[config.mk]
export PLATFORM = sky130hd
export DESIGN_NAME = pcx_rle_pixel_decoder_unit
export DESIGN_NICKNAME = d
export VERILOG_FILES = /design/src/pcx_rle_pkg.sv /design/src/pcx_rle_front.sv /design/src/pcx_rle_cmd_queue.sv /design/src/pcx_rle_back.sv /design/src/pcx_rle_pixel_decoder_unit.sv
export SDC_FILE = /design/constraint.sdc
export NUM_CORES = 1
export LEC_CHECK = 0
export BUFFER_PORTS_ARGS = -buffer_cell sky130_fd_sc_hd__buf_2
export CAP_MARGIN = 20
export CORE_ASPECT_RATIO = 1.4
export CORE_MARGIN = 2
export CORE_UTILIZATION = 45
export DETAILED_ROUTE_END_ITERATION = 6
export PLACE_DENSITY_LB_ADDON = 0.15
export SYNTH_ARGS = -nofsm -noshare
export SYNTH_HDL_FRONTEND = slang
export SYNTH_SLANG_ARGS = --single-unit
[constraint.sdc]
create_clock -name clk -period 9.1 [get_ports clk]
set_input_delay 1.82 -clock clk [delete_from_list [all_inputs] [get_ports clk]]
set_output_delay 1.82 -clock clk [all_outputs]
set_load 0.05 [all_outputs]
[src/pcx_rle_pkg.sv]
// Shared types and constants of the PCX RLE pixel decoder.
`timescale 1ns / 1ps
package pcx_rle_pkg;

    localparam int COORD_W  = 16;
    localparam int ADDR_W   = 20;
    localparam int COLOUR_W = 8;
    localparam int COUNT_W  = 6;
    localparam int SEG_W    = 16;

    localparam int LINE_PITCH_DEF  = 320;
    localparam int CMD_QUEUE_DEPTH = 2;

    // configuration port
    localparam int CFG_INDEX_W = 3;
    localparam int CFG_DATA_W  = 16;

    localparam logic [CFG_INDEX_W-1:0] REG_FRAME_SEGMENT = 3'd0;
    localparam logic [CFG_INDEX_W-1:0] REG_WINDOW_LEFT   = 3'd1;
    localparam logic [CFG_INDEX_W-1:0] REG_WINDOW_TOP    = 3'd2;
    localparam logic [CFG_INDEX_W-1:0] REG_WINDOW_RIGHT  = 3'd3;
    localparam logic [CFG_INDEX_W-1:0] REG_WINDOW_BOTTOM = 3'd4;

    localparam logic [SEG_W-1:0]   FRAME_SEGMENT_RST = 16'd40960;
    localparam logic [COORD_W-1:0] WINDOW_LEFT_RST   = 16'd0;
    localparam logic [COORD_W-1:0] WINDOW_TOP_RST    = 16'd0;
    localparam logic [COORD_W-1:0] WINDOW_RIGHT_RST  = 16'd319;
    localparam logic [COORD_W-1:0] WINDOW_BOTTOM_RST = 16'd199;

    // a byte with both top bits set announces a run
    localparam logic [1:0] RUN_MARK = 2'b11;

    typedef struct packed {
        logic [SEG_W-1:0]   frame_segment;
        logic [COORD_W-1:0] window_left;
        logic [COORD_W-1:0] window_top;
        logic [COORD_W-1:0] window_right;
        logic [COORD_W-1:0] window_bottom;
    } cfg_t;

    typedef struct packed {
        logic               strobe;
        logic [COORD_W-1:0] left;
        logic [COORD_W-1:0] top;
    } restart_t;

    // one classified input byte
    typedef struct packed {
        logic                is_prefix;
        logic [COUNT_W-1:0]  count;
        logic [COLOUR_W-1:0] colour;
    } cmd_t;

endpackage

[src/pcx_rle_front.sv]
// Front end: accept code bytes and classify them into prefix and paint commands.
`timescale 1ns / 1ps
module pcx_rle_front (
    input  logic                            clk,
    input  logic                            rst_n,
    input  pcx_rle_pkg::restart_t           restart,
    input  logic                            push,
    input  logic [pcx_rle_pkg::COLOUR_W-1:0] code_byte,
    input  logic                            q_full,
    output logic                            q_push,
    output pcx_rle_pkg::cmd_t               q_cmd
);
    import pcx_rle_pkg::*;

    logic               pending_reg;
    logic               pending_next;
    logic [COUNT_W-1:0] run_count_reg;
    logic [COUNT_W-1:0] run_count_next;
    logic               is_mark;

    assign is_mark = (code_byte[COLOUR_W-1:COLOUR_W-2] == RUN_MARK);
    assign q_push  = push && !q_full;

    always_comb
    begin
        pending_next     = pending_reg;
        run_count_next   = run_count_reg;
        q_cmd.is_prefix  = 1'b0;
        q_cmd.count      = COUNT_W'(1);
        q_cmd.colour     = code_byte;
        if (!pending_reg && is_mark)
        begin
            q_cmd.is_prefix = 1'b1;
            q_cmd.count     = code_byte[COUNT_W-1:0];
        end
        else if (pending_reg)
        begin
            q_cmd.count = run_count_reg;
        end
        if (q_push)
        begin
            if (!pending_reg && is_mark)
            begin
                pending_next   = 1'b1;
                run_count_next = code_byte[COUNT_W-1:0];
            end
            else
            begin
                pending_next   = 1'b0;
                run_count_next = '0;
            end
        end
        // a new image drops any half-seen run
        if (restart.strobe)
        begin
            pending_next   = 1'b0;
            run_count_next = '0;
        end
    end

    always_ff @(posedge clk or negedge rst_n)
    begin
        if (!rst_n)
        begin
            pending_reg   <= 1'b0;
            run_count_reg <= '0;
        end
        else
        begin
            pending_reg   <= pending_next;
            run_count_reg <= run_count_next;
        end
    end

endmodule

[src/pcx_rle_cmd_queue.sv]
// Short command queue between the front end and the pixel back end.
`timescale 1ns / 1ps
module pcx_rle_cmd_queue (
    input  logic              clk,
    input  logic              rst_n,
    input  logic              push,
    input  pcx_rle_pkg::cmd_t push_cmd,
    output logic              full,
    input  logic              pop,
    output logic              pop_valid,
    output pcx_rle_pkg::cmd_t pop_cmd
);
    import pcx_rle_pkg::*;

    localparam int PTR_W = (CMD_QUEUE_DEPTH > 1) ? $clog2(CMD_QUEUE_DEPTH) : 1;
    localparam int CNT_W = $clog2(CMD_QUEUE_DEPTH + 1);
    localparam logic [PTR_W-1:0] LAST_SLOT = PTR_W'(CMD_QUEUE_DEPTH - 1);

    cmd_t             slot_reg [CMD_QUEUE_DEPTH];
    logic [PTR_W-1:0] wr_ptr_reg;
    logic [PTR_W-1:0] wr_ptr_next;
    logic [PTR_W-1:0] rd_ptr_reg;
    logic [PTR_W-1:0] rd_ptr_next;
    logic [CNT_W-1:0] fill_reg;
    logic [CNT_W-1:0] fill_next;
    logic             do_push;
    logic             do_pop;

    assign full      = (fill_reg == CNT_W'(CMD_QUEUE_DEPTH));
    assign pop_valid = (fill_reg != '0);
    assign pop_cmd   = slot_reg[rd_ptr_reg];
    assign do_push   = push && !full;
    assign do_pop    = pop && pop_valid;

    always_comb
    begin
        wr_ptr_next = wr_ptr_reg;
        rd_ptr_next = rd_ptr_reg;
        fill_next   = fill_reg;
        if (do_push)
        begin
            wr_ptr_next = (wr_ptr_reg == LAST_SLOT) ? '0 : wr_ptr_reg + PTR_W'(1);
        end
        if (do_pop)
        begin
            rd_ptr_next = (rd_ptr_reg == LAST_SLOT) ? '0 : rd_ptr_reg + PTR_W'(1);
        end
        if (do_push && !do_pop)
        begin
            fill_next = fill_reg + CNT_W'(1);
        end
        else if (do_pop && !do_push)
        begin
            fill_next = fill_reg - CNT_W'(1);
        end
    end

    always_ff @(posedge clk)
    begin
        if (do_push)
        begin
            slot_reg[wr_ptr_reg] <= push_cmd;
        end
    end

    always_ff @(posedge clk or negedge rst_n)
    begin
        if (!rst_n)
        begin
            wr_ptr_reg <= '0;
            rd_ptr_reg <= '0;
            fill_reg   <= '0;
        end
        else
        begin
            wr_ptr_reg <= wr_ptr_next;
            rd_ptr_reg <= rd_ptr_next;
            fill_reg   <= fill_next;
        end
    end

endmodule

[src/pcx_rle_back.sv]
// Back end: walk the cursor, paint pixels and hold the result register.
`timescale 1ns / 1ps
module pcx_rle_back #(
    parameter int LINE_PITCH = pcx_rle_pkg::LINE_PITCH_DEF
) (
    input  logic                             clk,
    input  logic                             rst_n,
    input  pcx_rle_pkg::cfg_t                cfg,
    input  pcx_rle_pkg::restart_t            restart,
    input  logic                             q_valid,
    input  pcx_rle_pkg::cmd_t                q_cmd,
    output logic                             q_pop,
    input  logic                             pop,
    output logic                             out_valid,
    output logic [pcx_rle_pkg::ADDR_W-1:0]   pixel_address,
    output logic [pcx_rle_pkg::COORD_W-1:0]  pixel_column,
    output logic [pcx_rle_pkg::COORD_W-1:0]  pixel_row,
    output logic [pcx_rle_pkg::COLOUR_W-1:0] pixel_colour,
    output logic                             last_of_run
);
    import pcx_rle_pkg::*;

    localparam int PITCH_W = $clog2(LINE_PITCH + 1);
    localparam logic [PITCH_W-1:0] PITCH = PITCH_W'(LINE_PITCH);

    localparam logic ST_IDLE  = 1'b0;
    localparam logic ST_PAINT = 1'b1;

    logic                       state_reg;
    logic                       state_next;
    logic                       done_reg;
    logic                       done_next;
    logic [COORD_W-1:0]         cursor_col_reg;
    logic [COORD_W-1:0]         cursor_col_next;
    logic [COORD_W-1:0]         cursor_row_reg;
    logic [COORD_W-1:0]         cursor_row_next;
    logic [COLOUR_W-1:0]        colour_reg;
    logic [COLOUR_W-1:0]        colour_next;
    logic [COUNT_W-1:0]         remain_reg;
    logic [COUNT_W-1:0]         remain_next;
    logic [COORD_W:0]           col_reg;
    logic [COORD_W:0]           col_next;
    logic [ADDR_W-1:0]          prod_reg;
    logic [ADDR_W-1:0]          prod_next;
    logic                       out_valid_reg;
    logic                       out_valid_next;
    logic [ADDR_W-1:0]          addr_reg;
    logic [ADDR_W-1:0]          addr_next;
    logic [COORD_W-1:0]         ocol_reg;
    logic [COORD_W-1:0]         ocol_next;
    logic [COORD_W-1:0]         orow_reg;
    logic [COORD_W-1:0]         orow_next;
    logic [COLOUR_W-1:0]        ocolour_reg;
    logic [COLOUR_W-1:0]        ocolour_next;
    logic                       olast_reg;
    logic                       olast_next;

    logic [PITCH_W+COORD_W-1:0] prod_full;
    logic [COORD_W:0]           col_after;
    logic [COORD_W:0]           next_row;
    logic                       col_ok;
    logic                       more;
    logic                       out_free;
    logic                       emit;
    logic                       last;
    logic                       finish;

    assign prod_full = PITCH * cursor_row_reg;
    assign next_row  = {1'b0, cursor_row_reg} + (COORD_W + 1)'(1);
    assign col_ok    = (col_reg <= {1'b0, cfg.window_right});
    assign more      = (remain_reg != '0) && col_ok;
    assign out_free  = !out_valid_reg || pop;

    always_comb
    begin
        state_next      = state_reg;
        done_next       = done_reg;
        cursor_col_next = cursor_col_reg;
        cursor_row_next = cursor_row_reg;
        colour_next     = colour_reg;
        remain_next     = remain_reg;
        col_next        = col_reg;
        prod_next       = prod_reg;
        out_valid_next  = out_valid_reg;
        addr_next       = addr_reg;
        ocol_next       = ocol_reg;
        orow_next       = orow_reg;
        ocolour_next    = ocolour_reg;
        olast_next      = olast_reg;
        q_pop           = 1'b0;
        emit            = 1'b0;
        last            = 1'b0;
        finish          = 1'b0;
        col_after       = col_reg;

        case (state_reg)
            ST_IDLE:
            begin
                if (q_valid)
                begin
                    q_pop = 1'b1;
                    if (done_reg || (cursor_row_reg > cfg.window_bottom))
                    begin
                        done_next = 1'b1;
                    end
                    else if (!q_cmd.is_prefix)
                    begin
                        colour_next = q_cmd.colour;
                        remain_next = q_cmd.count;
                        col_next    = {1'b0, cursor_col_reg};
                        prod_next   = ADDR_W'(prod_full);
                        state_next  = ST_PAINT;
                    end
                end
            end
            ST_PAINT:
            begin
                if (more)
                begin
                    if (out_free)
                    begin
                        emit        = 1'b1;
                        last        = (remain_reg == COUNT_W'(1)) ||
                                      (col_reg[COORD_W-1:0] == cfg.window_right);
                        col_next    = col_reg + (COORD_W + 1)'(1);
                        remain_next = remain_reg - COUNT_W'(1);
                        col_after   = col_reg + (COORD_W + 1)'(1);
                        finish      = last;
                    end
                end
                else
                begin
                    finish = 1'b1;
                end
            end
            default:
            begin
                state_next = ST_IDLE;
            end
        endcase

        // end of a colour byte: advance the cursor, wrap to the next row past the right edge
        if (finish)
        begin
            state_next = ST_IDLE;
            if (col_after > {1'b0, cfg.window_right})
            begin
                cursor_col_next = cfg.window_left;
                cursor_row_next = next_row[COORD_W-1:0];
                if (next_row[COORD_W] || (next_row > {1'b0, cfg.window_bottom}))
                begin
                    done_next = 1'b1;
                end
            end
            else
            begin
                cursor_col_next = col_after[COORD_W-1:0];
            end
        end

        if (emit)
        begin
            out_valid_next = 1'b1;
            addr_next      = ADDR_W'({cfg.frame_segment, 4'b0000}) + prod_reg +
                             ADDR_W'(col_reg);
            ocol_next      = col_reg[COORD_W-1:0];
            orow_next      = cursor_row_reg;
            ocolour_next   = colour_reg;
            olast_next     = last;
        end
        else if (pop)
        begin
            out_valid_next = 1'b0;
        end

        if (restart.strobe)
        begin
            state_next      = ST_IDLE;
            done_next       = 1'b0;
            cursor_col_next = restart.left;
            cursor_row_next = restart.top;
        end
    end

    always_ff @(posedge clk or negedge rst_n)
    begin
        if (!rst_n)
        begin
            state_reg      <= ST_IDLE;
            done_reg       <= 1'b0;
            cursor_col_reg <= WINDOW_LEFT_RST;
            cursor_row_reg <= WINDOW_TOP_RST;
            out_valid_reg  <= 1'b0;
        end
        else
        begin
            state_reg      <= state_next;
            done_reg       <= done_next;
            cursor_col_reg <= cursor_col_next;
            cursor_row_reg <= cursor_row_next;
            out_valid_reg  <= out_valid_next;
        end
    end

    always_ff @(posedge clk)
    begin
        colour_reg  <= colour_next;
        remain_reg  <= remain_next;
        col_reg     <= col_next;
        prod_reg    <= prod_next;
        addr_reg    <= addr_next;
        ocol_reg    <= ocol_next;
        orow_reg    <= orow_next;
        ocolour_reg <= ocolour_next;
        olast_reg   <= olast_next;
    end

    assign out_valid     = out_valid_reg;
    assign pixel_address = addr_reg;
    assign pixel_column  = ocol_reg;
    assign pixel_row     = orow_reg;
    assign pixel_colour  = ocolour_reg;
    assign last_of_run   = olast_reg;

endmodule

[src/pcx_rle_pixel_decoder_unit.sv]
// Top level of the PCX RLE pixel decoder: config registers, front, queue and back.
//
//   channel   direction  handshake            beat
//   input     in         push / full          code_byte
//   result    out        empty / pop          pixel_address, pixel_column, pixel_row,
//                                             pixel_colour, last_of_run
//   config    in         cfg_write (no wait)  cfg_index, cfg_data
//
// A prefix byte takes a single back-end step; a colour byte first picks up the command
// and forms LINE_PITCH*row, then paints one pixel per cycle while the result register
// is free. The back end's pixel loop sets the rate.
// Reset is asynchronous and active low; no clearing pass is needed.
// The two-entry command queue lets bytes keep arriving while a run is painted, and
// the result register lets a new pixel load in the same cycle the old one is popped.
`timescale 1ns / 1ps
module pcx_rle_pixel_decoder_unit #(
    parameter int LINE_PITCH = pcx_rle_pkg::LINE_PITCH_DEF
) (
    input  logic                                clk,
    input  logic                                rst_n,
    // byte input, queue style
    input  logic                                push,
    output logic                                full,
    input  logic [pcx_rle_pkg::COLOUR_W-1:0]    code_byte,
    // pixel output, queue style
    output logic                                empty,
    input  logic                                pop,
    output logic [pcx_rle_pkg::ADDR_W-1:0]      pixel_address,
    output logic [pcx_rle_pkg::COORD_W-1:0]     pixel_column,
    output logic [pcx_rle_pkg::COORD_W-1:0]     pixel_row,
    output logic [pcx_rle_pkg::COLOUR_W-1:0]    pixel_colour,
    output logic                                last_of_run,
    // configuration writes
    input  logic                                cfg_write,
    input  logic [pcx_rle_pkg::CFG_INDEX_W-1:0] cfg_index,
    input  logic [pcx_rle_pkg::CFG_DATA_W-1:0]  cfg_data
);
    import pcx_rle_pkg::*;

    logic [SEG_W-1:0]   frame_segment_reg;
    logic [SEG_W-1:0]   frame_segment_next;
    logic [COORD_W-1:0] window_left_reg;
    logic [COORD_W-1:0] window_left_next;
    logic [COORD_W-1:0] window_top_reg;
    logic [COORD_W-1:0] window_top_next;
    logic [COORD_W-1:0] window_right_reg;
    logic [COORD_W-1:0] window_right_next;
    logic [COORD_W-1:0] window_bottom_reg;
    logic [COORD_W-1:0] window_bottom_next;

    cfg_t     cfg;
    restart_t restart;
    logic     fq_push;
    cmd_t     fq_cmd;
    logic     q_full;
    logic     q_valid;
    cmd_t     q_cmd;
    logic     q_pop;
    logic     out_valid;

    // Register file; unknown indexes fall through and are dropped.
    always_comb
    begin
        frame_segment_next = frame_segment_reg;
        window_left_next   = window_left_reg;
        window_top_next    = window_top_reg;
        window_right_next  = window_right_reg;
        window_bottom_next = window_bottom_reg;
        if (cfg_write)
        begin
            case (cfg_index)
                REG_FRAME_SEGMENT: frame_segment_next = cfg_data;
                REG_WINDOW_LEFT:   window_left_next   = cfg_data;
                REG_WINDOW_TOP:    window_top_next    = cfg_data;
                REG_WINDOW_RIGHT:  window_right_next  = cfg_data;
                REG_WINDOW_BOTTOM: window_bottom_next = cfg_data;
                default:           frame_segment_next = frame_segment_reg;
            endcase
        end
    end

    always_ff @(posedge clk or negedge rst_n)
    begin
        if (!rst_n)
        begin
            frame_segment_reg <= FRAME_SEGMENT_RST;
            window_left_reg   <= WINDOW_LEFT_RST;
            window_top_reg    <= WINDOW_TOP_RST;
            window_right_reg  <= WINDOW_RIGHT_RST;
            window_bottom_reg <= WINDOW_BOTTOM_RST;
        end
        else
        begin
            frame_segment_reg <= frame_segment_next;
            window_left_reg   <= window_left_next;
            window_top_reg    <= window_top_next;
            window_right_reg  <= window_right_next;
            window_bottom_reg <= window_bottom_next;
        end
    end

    assign cfg.frame_segment = frame_segment_reg;
    assign cfg.window_left   = window_left_reg;
    assign cfg.window_top    = window_top_reg;
    assign cfg.window_right  = window_right_reg;
    assign cfg.window_bottom = window_bottom_reg;

    // Moving the window origin starts a new image at the new origin.
    assign restart.strobe = cfg_write &&
                            ((cfg_index == REG_WINDOW_LEFT) || (cfg_index == REG_WINDOW_TOP));
    assign restart.left   = window_left_next;
    assign restart.top    = window_top_next;

    pcx_rle_front u_front (
        .clk       (clk),
        .rst_n     (rst_n),
        .restart   (restart),
        .push      (push),
        .code_byte (code_byte),
        .q_full    (q_full),
        .q_push    (fq_push),
        .q_cmd     (fq_cmd)
    );

    pcx_rle_cmd_queue u_queue (
        .clk       (clk),
        .rst_n     (rst_n),
        .push      (fq_push),
        .push_cmd  (fq_cmd),
        .full      (q_full),
        .pop       (q_pop),
        .pop_valid (q_valid),
        .pop_cmd   (q_cmd)
    );

    pcx_rle_back #(
        .LINE_PITCH (LINE_PITCH)
    ) u_back (
        .clk           (clk),
        .rst_n         (rst_n),
        .cfg           (cfg),
        .restart       (restart),
        .q_valid       (q_valid),
        .q_cmd         (q_cmd),
        .q_pop         (q_pop),
        .pop           (pop),
        .out_valid     (out_valid),
        .pixel_address (pixel_address),
        .pixel_column  (pixel_column),
        .pixel_row     (pixel_row),
        .pixel_colour  (pixel_colour),
        .last_of_run   (last_of_run)
    );

    assign full  = q_full;
    assign empty = !out_valid;

endmodule

# --- Word-level counts from Yosys, hierarchy flattened ---
# Memories as Yosys holds them, arrays and structs flattened.
# Index checks and enable logic that the tools add are counted.
word_totals:
  mem_bits_rw: 30
  input_bits: 32
  output_inout_bits: 63
  rom_bits: 0
  memories: 1
  elab_cells: 149
  latchBits: 0
  ff_bits: 232
op_classes:
  n_addsub: 9
  n_bitwise: 3
  n_lt_le_gt_ge: 4
  n_div: 0
  n_mul: 1
  n_eq_ne: 13
  muxes: 60
  n_shift: 0
  reduce_logical: 34
mem_list:
  columns: ["memory", "depth", "width", "read_ports", "rd_clocked_by_memory_dff", "write_ports", "line_no", "text"]
  rows:
  - ["u_queue.slot_reg", 2, 15, 1, 0, 1, "pcx_rle_cmd_queue.sv:19", "cmd_t slot_reg [CMD_QUEUE_DEPTH];"]
ops:
  columns: ["operator", "count"]
  rows:
  - ["$mux W16", 10]
  - ["$mux W17", 6]
  - ["$mux W6", 10]
  - ["$gt A17 B16 Y1", 2]
  - ["$pmux W17 S2", 1]
  - ["$mux W1", 30]
  - ["$add A20 B17 Y20", 1]
  - ["$add A20 B20 Y20", 1]
  - ["$add A16 B1 Y17 const B", 1]
  - ["$add A17 B1 Y17 const B", 1]
  - ["$le A17 B16 Y1", 1]
  - ["$eq A16 B16 Y1", 1]
  - ["$gt A16 B16 Y1", 1]
  - ["$mul A3 B16 Y14 const A", 1]
  - ["$pmux W6 S2", 1]
  - ["$reduce_bool A2 Y1", 6]
  - ["$ne A2 B2 Y1 const B", 5]
  - ["$reduce_and A2 Y1", 5]
  - ["$logic_and A1 B1 Y1", 8]
  - ["$eq A3 B2 Y1 const B", 2]
  - ["$eq A6 B1 Y1 const B", 1]
  - ["$reduce_bool A6 Y1", 1]
  - ["$sub A6 B1 Y6 const B", 1]
  - ["$logic_not A1 Y1", 5]
  - ["13 further kinds", 22]

# --- Depth between registers and ports, before layout ---
depth:
  depth_word: 9
  mapped_depth: 23
  mapped_depth_nobuf: 19

# --- By module ---
# Synthesis repeated with hierarchy kept, for this count alone.
hier_totals:
  cells_unflattened: 1141
  hier_area_um2: 14064.7
modules_own_cells:
  columns: ["mod", "seq_area_each_um2", "n_inst", "cells_each", "area_per_inst_um2"]
  rows:
  - ["pcx_rle_back", 3938.8, 1, 861, 9156.3]
  - ["pcx_rle_pixel_decoder_unit", 2019.4, 1, 178, 3145.5]
  - ["pcx_rle_cmd_queue", 1001.0, 1, 66, 1335.0]
  - ["pcx_rle_front", 175.2, 1, 36, 427.9]

# --- Worst setup path before layout ---
# OpenSTA, ideal clock, no wires.
synth_timing:
  path_kind: "input to register"
  start: "in pop"
  end: "reg u_back.cursor_col_reg[8]"
  slack_ns: 4.070
  setup_time_ns: 0.129
  arrival_time_ns: 4.901
  t_required_ns: 8.971
  path_buffers: 3
  path_stages: 17
  path_cell_list: "nand2b_1 -> nand2_1 -> a211o_1 -> buf_6 -> nor3b_2 -> xor2_1 -> ha_1 -> a211oi_1 -> o21ai_0 -> o211a_1 -> o32a_1 -> a21oi_1 -> o21a_1 -> buf_2 -> buf_2 -> mux2i_1 -> o211ai_2"
synth_via:
  elab_chain_cells: 8
  word_cells_on_any_way: 12
  classes_between: "1 x order compare; 9 x mux; 2 x reduce/logical"
synth_lines:
  columns: ["item", "line_no", "text"]
  rows:
  - ["start, declared", "pcx_rle_pixel_decoder_unit.sv:27", "input logic pop,"]
  - ["$logic_or A1 B1 Y1 *", "pcx_rle_back.sv:72", "assign out_free = !out_valid_reg || pop;"]
  - ["$mux W17", "pcx_rle_back.sv:120", "if (out_free)"]
  - ["$mux W17", "pcx_rle_back.sv:118", "if (more)"]
  - ["$mux W17", "pcx_rle_back.sv:96", "case (state_reg)"]
  - ["$gt A17 B16 Y1", "pcx_rle_back.sv:146", "if (col_after > {1'b0, cfg.window_right})"]
  - ["$mux W16", "pcx_rle_back.sv:146", null]
  - ["$mux W16", "pcx_rle_back.sv:143", "if (finish)"]
  - ["$mux W16", "pcx_rle_back.sv:176", "if (restart.strobe)"]
  - ["end signal, assigned", "pcx_rle_back.sv:199", "cursor_col_reg <= cursor_col_next;"]
  - ["end, declared", "pcx_rle_back.sv:33", "logic [COORD_W-1:0] cursor_col_reg;"]
# Mark *: on every way between the ends. The rest lies on a longest branch, timed or not. The select of a mux whose other input is x is not followed.
# A chain may end at the register's enable or synchronous reset.

# --- Worst setup path after layout ---
layout_timing:
  start: "reg u_back.col_reg[12]"
  end: "reg u_back.cursor_row_reg[2]"
layout_via:
  elab_chain_cells: 7
  word_cells_on_any_way: 15
  classes_between: "1 x add/sub; 2 x order compare; 1 x eq/ne; 6 x mux; 5 x reduce/logical"
layout_lines:
  columns: ["item", "line_no", "text"]
  rows:
  - ["start, declared", "pcx_rle_back.sv:41", "logic [COORD_W:0] col_reg;"]
  - ["start signal, assigned", "pcx_rle_back.sv:209", "col_reg <= col_next;"]
  - ["$add A17 B1 Y17, or another cell as far along", "pcx_rle_back.sv:127", "col_after = col_reg + (COORD_W + 1)'(1);"]
  - ["$mux W17, or another cell as far along", "pcx_rle_back.sv:120", null]
  - ["$mux W17 / $mux W1 (equally long branches)", "pcx_rle_back.sv:118, pcx_rle_back.sv:120", null]
  - ["$mux W17 / $mux W1 (equally long branches)", "pcx_rle_back.sv:96, pcx_rle_back.sv:118", null]
  - ["$gt A17 B16 Y1 / $mux W1 (equally long branches)", "pcx_rle_back.sv:146, pcx_rle_back.sv:96", null]
  - ["$reduce_bool A2 Y1 (no line)", null, null]
  - ["$reduce_and A2 Y1 (no line) *", null, null]
  - ["end signal, assigned", "pcx_rle_back.sv:200", "cursor_row_reg <= cursor_row_next;"]
  - ["end, declared", "pcx_rle_back.sv:35", "logic [COORD_W-1:0] cursor_row_reg;"]
# Mark *: on every way between the ends. The rest lies on a longest branch, timed or not.

==> results.toml <==
[status]
status = "complete, no violations"

[timing]
tns_ns = 0
hold_slack_ns = 0.420
timing.final.ws_setup_ns = 3.02
min_period_over_period = 0.668
slew_headroom = 0.265
setup_viol = 0
worst_pin_slew_ns = 1.10
drv_slew = 0
finClkSkew_ns = 0.0175
fmax_ghz = 0.165
finalHoldViolations = 0
rsz0062_at_grt = "false"
post-route-min-period_ns = 6.08

[floorplan]
die_y_microns = 210
die_x_microns = 151
die_area_sq_um = 31900
core_sq_um = 29900
rows = 75
initial_core_util = 0.457
ios = 95

[min_path]
min_path_type = "register to register"

[setup_path]
cp_data_arrival_time_ns = 6.52
start_kind = "register"
end_kind = "register"
crit_type = "register to register"
crit_fanout = 17
cp.required_ns = 9.55

[detailed_routing]
vias = 8973
viasPerCell = 5.47
routedWlPerCell_microns = 20.2
first_pass_iters = 5
dr.first_iter.drc_count = 452
wirelength_mm = 33.2
drc = 0
ant_nets = 0

[placed_design]
place_ws_ns = 2.76
gp_congestion = 0.921
dpl-instance-area_sq_um = 14600
post-place-cells = 1591
dp_hpwl_mm = 23.5
placement.io_buffers = 94

[cells_and_area]
drive_above_1_share = 0.217
design_area_sq_um = 15600
final_cells = 1641
largest_reg_flops = 30
diodes = 0
syn_to_final_growth_pct = 13.6
fin_util = 0.519
final_nets = 1389

[yosys]
synth_fp_nets = 1297
synth_area_sq_um = 13700
synth_warnings = 0
seq_area_frac_synth = 0.521
syn_avg_cell_area_sq_um = 12.0
async_flop_share = 0.488
synth_ff_type = "edfxtp_1"
synth_cell_type_count = 71
synth_area_leaders = "edfxtp_1, dfrtp_1, ha_1"
netlist.area_leader.share = 0.289
yosysTopAreaCell = "edfxtp_1"
netlist_instances = 1143
yosys_register_bits = 258
synth_edf_count = 132

[pwr]
power.leakage_nw = 6.52
power_mw = 6.23
peakVddDrop_mv = 0.196
p_per_area_nw_per_um2 = 401

[clock_network]
cts_sinks = 258
cts_htree_levels = 1
holdBufCountCts = 0
cts_tree = "done"
clkTransAtPathRegs_ns = 0.06
insertion_delay_ns = 0.55
cts_buffers = 27
cts_buffer_depth = 3
cts_setup_buffers = 0
cts_resized = 0
clock-root-buffer = "clkbuf_16"

[grt]
grt.total_usage = 0.214
grt_pass1_wl_mm = 51.7
grt_start_max_net_pins = 68
antenna_found_initial = 0
grt_remaining_overflow = 0
grt_pass1_vias = 9218

[flow_run]
max-cap-violations = 0
-- critical path, cell delays in order (launching register included) --
cell and delay [ns]:
edfxtp_1 0.57, ha_1 0.40, nand4_2 0.21, nor4_4 0.36, nand2_1 0.11, or2_4 0.25
a211o_1 0.63, nor3b_2 0.30, xor2_1 0.22, ha_1 0.29, a211oi_1 0.20, o21ai_0 0.16
o211a_1 0.14, o32a_1 0.32, a21oi_1 0.23, o21a_1 0.90, nor3_4 0.20, a32o_1 0.32
a21o_1 0.14
-- synth_stat cells (3+ instances only) --
cell and count:
a211oi_1 7, a21o_1 20, a21oi_1 67, a22o_1 6, a31oi_1 4, and2_1 3, and3_1 13, buf_1 4
buf_2 8, buf_4 5, clkbuf_1 23, dfrtp_1 112, dfstp_2 14, edfxtp_1 132, fa_1 13, ha_1 109
inv_1 57, mux2_2 75, mux2i_1 17, nand2_1 85, nand3_1 37, nand4_1 13, nor2_1 70, nor2_2 6
nor2b_1 8, nor3_1 16, nor4_1 5, o211ai_1 17, o211ai_2 3, o21a_1 9, o21ai_0 32, o21bai_1 11
o22ai_1 8, or2_2 3, xnor2_1 51, xor2_1 29, xor2_2 3
-- cells by family (layout without fill, tap and decap cells) --
kind of cell               after synthesis  count (layout)  synth area share
AOI/OAI and AO/OA                      210             210             0.101
xor gates and xnor gates                83              83            0.0547
adders and majority gates              122             122             0.119
buffers and inverters                   99             212            0.0303
DFF                                    258             258             0.521
muxes                                   92              92            0.0741
and+or+nand+nor                        279             279             0.101
-- layout make-up --
cell class / count / area (sq um)
Fill cell: 2637 / 14400
Timing Repair Buffer: 105 / 559
Multi-Input combinational cell: 786 / 6190
Clock buffer: 33 / 729
Sequential cell: 258 / 7130
Clock inverter: 17 / 243
Inverter: 57 / 214
Tap cell: 385 / 482
-- report_power, final --
group          internal (mW)  leakage (nW)  switching, mW
clock                  0.741         0.471          0.462
combinational           1.12          3.31           1.72
sequential              1.82          2.74          0.363
total                   3.68          6.52           2.55
-- per-layer routing --
layer	track usage	part of all wire	vias to the layer above
met5	0	0	-
met4	0.0822	0.032	0
met3	0.0236	0.030	53
met2	0.378	0.52	164
met1	0.266	0.42	4420
li1	-	-	4336
-- layout by cell type, fill, tap and decap left out, types with 6 or more instances in the layout --
cell type and count:
nor2b_1 8, xnor2_1 51, fa_1 13, o211ai_1 17, edfxtp_1 132, a22o_1 6
dfrtp_1 112, dfstp_2 14, nor2_2 8, nor3_1 15, a21o_1 20, nand3_1 37
nand2_1 85, a211oi_1 7, o21bai_1 11, bufinv_16 6, mux2_2 75, buf_2 93
o22ai_1 8, nor2_1 68, clkbuf_16 28, a21oi_1 67, o21ai_0 32, nand4_1 13
and3_1 13, xor2_1 29, ha_1 109, buf_4 11, o21a_1 9, inv_1 56
mux2i_1 17
-- path summary, 6_finish.rpt --
check | cells after the start | startpoint | slack [ns] | endpoint
worst max-delay path | 18 | u_back.col_reg[12] | 3.02 | u_back.cursor_row_reg[2]
worst min-delay path | 0 | u_back.colour_reg[6] | 0.42 | u_back.pixel_colour[6]
worst max register to register | 18 | u_back.col_reg[12] | 3.02 | u_back.cursor_row_reg[2]
worst min register to register | 0 | u_back.colour_reg[6] | 0.42 | u_back.pixel_colour[6]
max in group asynchronous | 2 | rst_n | 6.46 | window_bottom_reg[8]
min in group asynchronous | 1 | rst_n | 1.23 | u_back.state_reg
(Power assumes the default switching activity.)
